<file path="src/hdl/tfn_pkg.sv">
// tfn_pkg: shared constants, widths and types of the triangle face normal block
// depends on nothing; imported by every other file of the block but the interfaces and checker
`default_nettype none

package tfn_pkg;

  localparam int VERTEX_DEPTH = 1024;
  localparam int COORD_BITS   = 12;

  localparam int ADDR_W  = $clog2(VERTEX_DEPTH);
  localparam int INDEX_W = 10;
  localparam int EDGE_W  = COORD_BITS + 1;
  localparam int CROSS_W = 2 * EDGE_W + 1;
  // magnitude register, wide enough for the raw cross product and the scaled value
  localparam int NW      = (2 * EDGE_W > 31) ? 2 * EDGE_W : 31;
  localparam int MW      = (EDGE_W > 31) ? EDGE_W : 31;
  localparam int PW      = 2 * MW;
  localparam int SUM_W   = 62;
  localparam int LEN_W   = 31;
  localparam int QW      = 16;
  localparam int CNT_W   = 5;
  localparam int FRAC_BITS = 14;
  localparam int SCALE_LO  = 29;
  localparam int SCALE_HI  = 30;

  localparam logic [QW-1:0]    UNIT_ONE   = QW'(16384);
  localparam logic [CNT_W-1:0] SQRT_STEPS = CNT_W'(SUM_W / 2 - 1);
  localparam logic [CNT_W-1:0] DIV_LOAD   = CNT_W'(QW);

  localparam logic OP_WRITE = 1'b0;
  localparam logic OP_FACE  = 1'b1;

  typedef struct packed {
    logic signed [COORD_BITS-1:0] x;
    logic signed [COORD_BITS-1:0] y;
    logic signed [COORD_BITS-1:0] z;
  } vertex_t;

  typedef struct packed {
    logic              en;
    logic [ADDR_W-1:0] addr;
    vertex_t           data;
  } vs_wr_t;

endpackage

`default_nettype wire

</file>
<file path="src/hdl/tfn_csub.sv">
// tfn_csub: shared compare and subtract step for square root and division
// depends on tfn_pkg
`default_nettype none

module tfn_csub (
  input  wire logic [tfn_pkg::SUM_W-1:0] a,
  input  wire logic [tfn_pkg::SUM_W-1:0] b,
  output      logic                      ge,
  output      logic [tfn_pkg::SUM_W-1:0] diff
);
  import tfn_pkg::*;

  logic [SUM_W:0] wide;

  assign wide = {1'b0, a} - {1'b0, b};
  assign ge   = ~wide[SUM_W];
  assign diff = wide[SUM_W-1:0];

endmodule

`default_nettype wire

</file>
<file path="config.mk">
export PLATFORM = sky130hd
export DESIGN_NAME = tfn_csub
export DESIGN_NICKNAME = d
export VERILOG_FILES = /design/src/hdl/tfn_pkg.sv /design/src/hdl/tfn_csub.sv
export SDC_FILE = /design/constraint.sdc
export NUM_CORES = 1
export LEC_CHECK = 0
export BUFFER_PORTS_ARGS = -buffer_cell sky130_fd_sc_hd__buf_2
export CORE_UTILIZATION = 45
export DETAILED_ROUTE_END_ITERATION = 7
export GPL_ROUTABILITY_DRIVEN = 0
export PLACE_DENSITY = 0.79
export SYNTH_ARGS = -nofsm -noshare
export SYNTH_HDL_FRONTEND = slang
export SYNTH_SLANG_ARGS = --single-unit
export TNS_END_PERCENT = 5
</file>
<file path="constraint.sdc">
create_clock -name vclk -period 10
set_input_delay 2 -clock vclk [all_inputs]
set_output_delay 2 -clock vclk [all_outputs]
set_load 0.05 [all_outputs]
</file>
==> impl_metrics.tcl <==
set metrics [dict create \
    clkbuf_count 0 \
    antenna_found_initial 1 \
    wire_per_inst_um 14.6 \
    start_kind "input port" \
    cp_data_required_time_ns 8.00 \
    seqCellArea_sq_um 0 \
    final_cells 910 \
    portBuffers 187 \
    worstHoldPathType "input port to output pin" \
    status "completed" \
    worstSetupPathType "input port to output pin" \
    grt_max_degree 13 \
    peakVddDrop_mv 0.0699 \
    final_nets 991 \
    grt_overflow 0 \
    synth_cells 642 \
    power.density_nw_per_um2 110 \
    fp.dieArea_sq_um 9720 \
    place_ws_ns 3.24 \
    post-route-min-period_ns 6.76 \
    cts_resized 0 \
    holdCritStartpoint "b[0]" \
    fin_util 0.579 \
    ant_nets 0 \
    vias 5323 \
    final_area_sq_um 5140 \
    critPathMaxStageDelay_ns 0.52 \
    remaining_drc_errors 0 \
    yosysTopAreaCellShare 0.185 \
    grt_pass1_vias 5083 \
    first_iter_violations 200 \
    grt_first_pass_wirelength_um 22200 \
    dp_cells 910 \
    syn_area_sq_um 4200 \
    n_sequential_cell 0 \
    synth_nets 829 \
    diodes 0 \
    critPathTopFamily "compound AO/OA/AOI/OAI gates" \
    dp_hpwl_um 11500 \
    tns_ns 0 \
    holdPathStages 4 \
    worst_slack_ns 3.24 \
    drtPass1Iterations 5 \
    worst-path-buf-inv 3 \
    setup_violations 0 \
    grt_usage 0.266 \
    die_h_um 98.6 \
    total_power_mw 0.566 \
    tightestPinTransition_ns 0.601 \
    rsz0062_at_grt "no" \
    ys_types 64 \
    slowest_stage "ha_1" \
    fmax_mhz 148 \
    crit_fanout 12 \
    drive_above_1_share 0.256 \
    placed_area_sq_um 5140 \
    yosysSeqAreaShare 0 \
    finalHoldViolCount 0 \
    avgSynthCellArea_sq_um 6.54 \
    end_kind "output pin" \
    drv_cap 0 \
    arrival_ns 4.76 \
    areaGrowthSynthToFinish_pct 22.5 \
    leakage_nw 2.78 \
    hold_end "diff[0]" \
    path_cells "buf_2 > inv_1 > ha_1 > nand2_1 > nor3_1 > nand3_1 > a211oi_2 > o311ai_1 > a31oi_1 > mux2i_1 > o2111ai_1 > buf_2" \
    synth_area_leader_cell "ha_1" \
    synth_area_leaders "ha_1 18%, a21oi_1 8.3%, inv_1 6.6%" \
    drt-total-wl_um 13300 \
    relSlewSlack 0.595 \
    start_util 0.472 \
    slew_viol_final 0 \
    hold_slack_ns 4.41 \
    postCtsSetupBuffers 0 \
    row_count 34 \
    core_sq_um 8890 \
    cts_hold_buf 0 \
    pin_count 187 \
    crit_top_cell "buf_2" \
    num-fill-cells 891 \
    die_x_um 98.6 \
    viasPerCell 5.85 \
    yosys_warnings 0 \
    fin_crit_sh 0.676 \
]
-- layout make-up --
cell class                 instances  area, sq um  share of cell area
inverter                          74          278              0.0540
tap                              108          135              0.0263
multi-input combinational        541         3790               0.738
timing repair buffer             187          936               0.182
-- synthesized netlist by cell type (16+ instances only) --
| master | count |
|---|---|
| a21o_1 | 32 |
| a21oi_1 | 70 |
| buf_2 | 17 |
| ha_1 | 62 |
| inv_1 | 74 |
| nand2_1 | 58 |
| nand3_1 | 16 |
| nand4_1 | 21 |
| nor2_1 | 40 |
| o21ai_0 | 31 |
| xnor2_1 | 31 |
| xor2_1 | 19 |
-- worst max path at each step --
stage / from / endpoint / cells past startpoint
floorplan: a[0] / diff[50] / 11
global placement: a[0] / diff[50] / 13
detailed placement: a[0] / diff[50] / 13
CTS: a[0] / diff[50] / 13
global route: b[40] / diff[59] / 12
finish: b[40] / diff[59] / 12
-- power by group --
part / internal [mW] / total, mW / leakage (nW) / switching, mW
combinational: 0.165 / 0.566 / 2.78 / 0.401
clock: 0 / 0 / 0 / 0
sequential: 0 / 0 / 0 / 0
total: 0.165 / 0.566 / 2.78 / 0.401
-- layer usage --
layer  part of all wire  vias up  track usage
met5            0.00075        -            0
met2               0.47      253        0.480
li1                   -     2648            -
met3              0.071       38       0.0255
met1               0.43     2382        0.338
met4              0.027        2       0.0677
-- tightest hold or removal path, delay by kind of cell --
| kind | cells | cell delay [ns] |
|---|---|---|
| buffers and inverters | 3 | 0.31 |
| adder cells (fa/ha/maj) | 1 | 0.11 |
-- cell families (layout without fill, tap and decap cells) --
logic type,after synthesis,in the layout,synth area share
AOI/OAI and AO/OA,227,227,0.366
muxes,2,2,0.00477
buffers and inverters,101,261,0.0962
xor gates and xnor gates,50,50,0.104
adders and majority gates,63,63,0.190
and+or+nand+nor,199,199,0.239
-- cell usage in the layout, fill, tap and decap left out, types with 15 or more instances in the layout --
cell     netlist  final
ha_1          62     62
nand4_1       21     21
buf_2         17    187
nor2_1        40     40
xor2_1        19     19
a21oi_1       70     70
nor3_1        15     15
a21o_1        32     32
nand2_1       58     58
nand3_1       16     16
inv_1         74     74
o21ai_0       31     31
xnor2_1       31     31
Note: power is estimated with default switching activity, not from simulation.
