--- src/hdl/tfn_pkg.sv ---
// tfn_pkg: shared constants, widths and types of the triangle face normal block
// depends on nothing; imported by every other file of the block but the interfaces and checker
`default_nettype none

package tfn_pkg;

  localparam int VERTEX_DEPTH = 1024;
  localparam int COORD_BITS   = 12;

  localparam int ADDR_W  = $clog2(VERTEX_DEPTH);
  localparam int INDEX_W = 10;
  localparam int EDGE_W  = COORD_BITS + 1;
  localparam int CROSS_W = 2 * EDGE_W + 1;
  // magnitude register, wide enough for the raw cross product and the scaled value
  localparam int NW      = (2 * EDGE_W > 31) ? 2 * EDGE_W : 31;
  localparam int MW      = (EDGE_W > 31) ? EDGE_W : 31;
  localparam int PW      = 2 * MW;
  localparam int SUM_W   = 62;
  localparam int LEN_W   = 31;
  localparam int QW      = 16;
  localparam int CNT_W   = 5;
  localparam int FRAC_BITS = 14;
  localparam int SCALE_LO  = 29;
  localparam int SCALE_HI  = 30;

  localparam logic [QW-1:0]    UNIT_ONE   = QW'(16384);
  localparam logic [CNT_W-1:0] SQRT_STEPS = CNT_W'(SUM_W / 2 - 1);
  localparam logic [CNT_W-1:0] DIV_LOAD   = CNT_W'(QW);

  localparam logic OP_WRITE = 1'b0;
  localparam logic OP_FACE  = 1'b1;

  typedef struct packed {
    logic signed [COORD_BITS-1:0] x;
    logic signed [COORD_BITS-1:0] y;
    logic signed [COORD_BITS-1:0] z;
  } vertex_t;

  typedef struct packed {
    logic              en;
    logic [ADDR_W-1:0] addr;
    vertex_t           data;
  } vs_wr_t;

endpackage

`default_nettype wire

--- src/hdl/tfn_mul.sv ---
// tfn_mul: shared signed multiplier with registered product
// depends on tfn_pkg
`default_nettype none

module tfn_mul (
  input  wire logic                        clk,
  input  wire logic signed [tfn_pkg::MW-1:0] a,
  input  wire logic signed [tfn_pkg::MW-1:0] b,
  output      logic signed [tfn_pkg::PW-1:0] p
);
  import tfn_pkg::*;

  always_ff @(posedge clk) begin
    p <= PW'(a) * PW'(b);
  end

endmodule

`default_nettype wire

--- config.mk ---
export PLATFORM = sky130hd
export DESIGN_NAME = tfn_mul
export DESIGN_NICKNAME = d
export VERILOG_FILES = /design/src/hdl/tfn_pkg.sv /design/src/hdl/tfn_mul.sv
export SDC_FILE = /design/constraint.sdc
export NUM_CORES = 2
export LEC_CHECK = 0
export BUFFER_PORTS_ARGS = -buffer_cell sky130_fd_sc_hd__buf_2
export CAP_MARGIN = 10
export CELL_PAD_IN_SITES_DETAIL_PLACEMENT = 0
export CELL_PAD_IN_SITES_GLOBAL_PLACEMENT = 1
export CORE_MARGIN = 3
export CORE_UTILIZATION = 56
export CTS_CLUSTER_DIAMETER = 150
export DETAILED_ROUTE_END_ITERATION = 8
export PLACE_DENSITY = 0.91
export SLEW_MARGIN = 20
export SYNTH_ARGS = -nofsm -noshare
export SYNTH_HDL_FRONTEND = slang
export SYNTH_SLANG_ARGS = --single-unit
--- constraint.sdc ---
create_clock -name clk -period 20.1 [get_ports clk]
set_input_delay 3.015 -clock clk [delete_from_list [all_inputs] [get_ports clk]]
set_output_delay 3.015 -clock clk [all_outputs]
set_load 0.02 [all_outputs]
==> results.yml <==
worst_setup_path:
  critPathLaunchType: "primary input"
  endpoint: "p[54]"
  critPathCaptureType: "flip-flop"
  crit_arrival_ns: 11.66
  timing_worst_setup_path_type: "primary input to flip-flop"
  critPathMaxFanout: 31
  startpoint: "b[1]"
  required_ns: 20.39
sta:
  setup_violations: 0
  post-route-period-util_pct: 56.5
  drv_slew: 0
  max_freq_mhz: 88.0
  tightest_slew_ns: 0.896
  grt_setup_unrepaired: "no"
  relSlewSlack_pct: 40.3
  period_needed_ns: 11.36
  finalHoldViolCount: 0
  fin_setup_tns_ns: 0
synth:
  netlist_area_um2: 35600
  synth_warnings: 0
  ys_seq_area_share_pct: 3.49
  yosys.area.top_type_share_pct: 57.3
  synth_edf_count: 0
  synth.area.top_cells: "fa_1, inv_1, and2_1"
  synthCells: 3796
  syn_avg_cell_area_um2: 9.37
  synthFlopType: "dfxtp_1"
  post_synth_num_cell_types: 47
  yosysTopAreaCell: "fa_1"
  ys_ff_latch: 62
  synth.net_count: 5059
  async_flop_share_pct: 0
layout:
  multi_input_area_um2: 29800
  largest_register_ffs: 62
  seq_area_um2: 1240
  final_common_cell: "fa_1"
  top_regs: "p: 62 flops"
  largest-register: "p"
  final_cell_mix: "fa_1, inv_1, nand2_1"
  nFillCells: 5355
  drive_gt1_share_pct: 4.78
  nNetsFinal: 5027
  design_area_um2: 37100
  area_growth_pct: 4.17
grt:
  grt_max_degree: 33
  antenna_found_initial: 2
  grt_pass1_wl_um: 150000
  grt_overflow: 0
  first_global_vias: 27103
  grt_usage_pct: 29.4
clocking:
  clk_pin_slew_ns: 0.07
  post_cts_resized: 0
  htree_num_levels: 3
  cts_num_sinks: 62
  post_cts_buffers: 0
  cts_hold_buf: 0
  cts_tree: "built"
  numCtsBuffers: 9
  cts_root_buf: "clkbuf_16"
  clk_path_buf_depth: 2
route:
  viasPerCell: 5.33
  vias: 24538
  routed_wl_um: 91000
  wl_per_cell_um: 19.7
  dr.pass1.iters: 7
  drc_errors: 0
  drt-met1-wl_um: 37200
  wl_met2_um: 43300
  top_layer: "met4"
  initialDrtViolationCount: 1689
  ant_nets: 0
  dr_wl_met3_um: 6170
floorplan:
  rows: 91
  core_area_um2: 62300
  io_pins: 125
  die_height_um: 258
  die_area_um2: 66600
  die_width_um: 258
  start_util_pct: 57.1
place:
  dpl_cell_area_um2: 36700
  hpwl_um: 71600
  port_buffers: 124
  place.gp.congestion: 0.884
worst_hold_path:
  hp-class: "primary input to flip-flop"
run:
  drv_cap: 0
run_status:
  status: "completed"
[critical path, stage by stage]
cell	delay, ns
buf_2	0.46
nand2_1	0.17
inv_1	0.16
fa_1	0.47
fa_1	0.53
ha_1	0.72
fa_1	0.56
fa_1	0.52
fa_1	0.51
fa_1	0.52
inv_1	0.07
fa_1	0.51
inv_1	0.04
ha_1	0.36
nand4_1	0.26
or3_1	0.57
nor4_1	0.24
o21a_1	0.41
o2111ai_1	0.18
a21oi_1	0.59
o21ai_1	0.23
a21oi_1	0.20
nor2_1	0.05
o311ai_0	0.25
[area by class of cell]
cell class | instances | share of cell area, %
flip-flops and latches | 62 | 3.35
multi-input cells | 2520 | 80.3
diodes | 2 | 0.0135
repair buffers | 155 | 2.30
clock buffers | 9 | 0.608
inverters | 1016 | 10.3
well taps | 837 | 2.83
clock inverters | 7 | 0.263
[cells in the mapped netlist, drive strengths merged (6+ instances only)]
master / instances
and2: 451
xnor2: 46
nand2b: 10
nor4: 6
ha: 182
fa: 1018
o21a: 6
nand2: 514
o211ai: 7
o21bai: 8
nand4: 10
clkbuf: 198
o21ai: 26
a21o: 32
nor2: 26
a21oi: 64
o31ai: 6
nor2b: 29
dfxtp: 62
xor2: 22
inv: 1016
nor3: 6
nand3: 14
[per-layer routing]
metal / global-route usage, % / vias to the layer above
met4: 12.1 / 0
met5: 0 / -
li1: - / 10635
met1: 39.9 / 12884
met2: 47.4 / 847
met3: 4.81 / 172
[kinds of logic after synthesis]
kind of cell | synth area share, %
AO/OA/AOI/OAI | 3.25
flip-flops | 3.49
multiplexers | 0.0316
adder cells (fa/ha/maj) | 63.7
buffers and inverters | 12.8
XOR/XNOR | 1.67
AND/OR/NAND/NOR | 15.1
[stage by stage]
stage | hold WS, ns | worst slack [ns] | cells | util, %
3_5_place_dp | 3.43 | 8.43 | 4590 | 59.0
2_1_floorplan | 3.34 | 10.0 | 3796 | -
6_report | 3.14 | 8.74 | 4608 | 59.5
5_1_grt | 3.16 | 8.33 | 4607 | 59.5
4_1_cts | 3.13 | 8.83 | 4606 | 59.5
3_3_place_gp | 3.43 | 8.59 | 4590 | 59.0
[worst min path at each step]
stage | cells past startpoint | slack (ns) | start | end
after floorplan | 2 | 3.34 | b[0] | p[0]
after global placement | 1 | 3.43 | p[17] | p[17]
after detailed placement | 1 | 3.43 | p[18] | p[18]
after CTS | 2 | 3.13 | b[0] | p[0]
after global routing | 2 | 3.16 | b[0] | p[0]
final | 2 | 3.14 | b[0] | p[0]
Power is left out: the tool's default activity adds up to more than one toggle a clock period on the data nets, which glitch-free logic cannot reach.
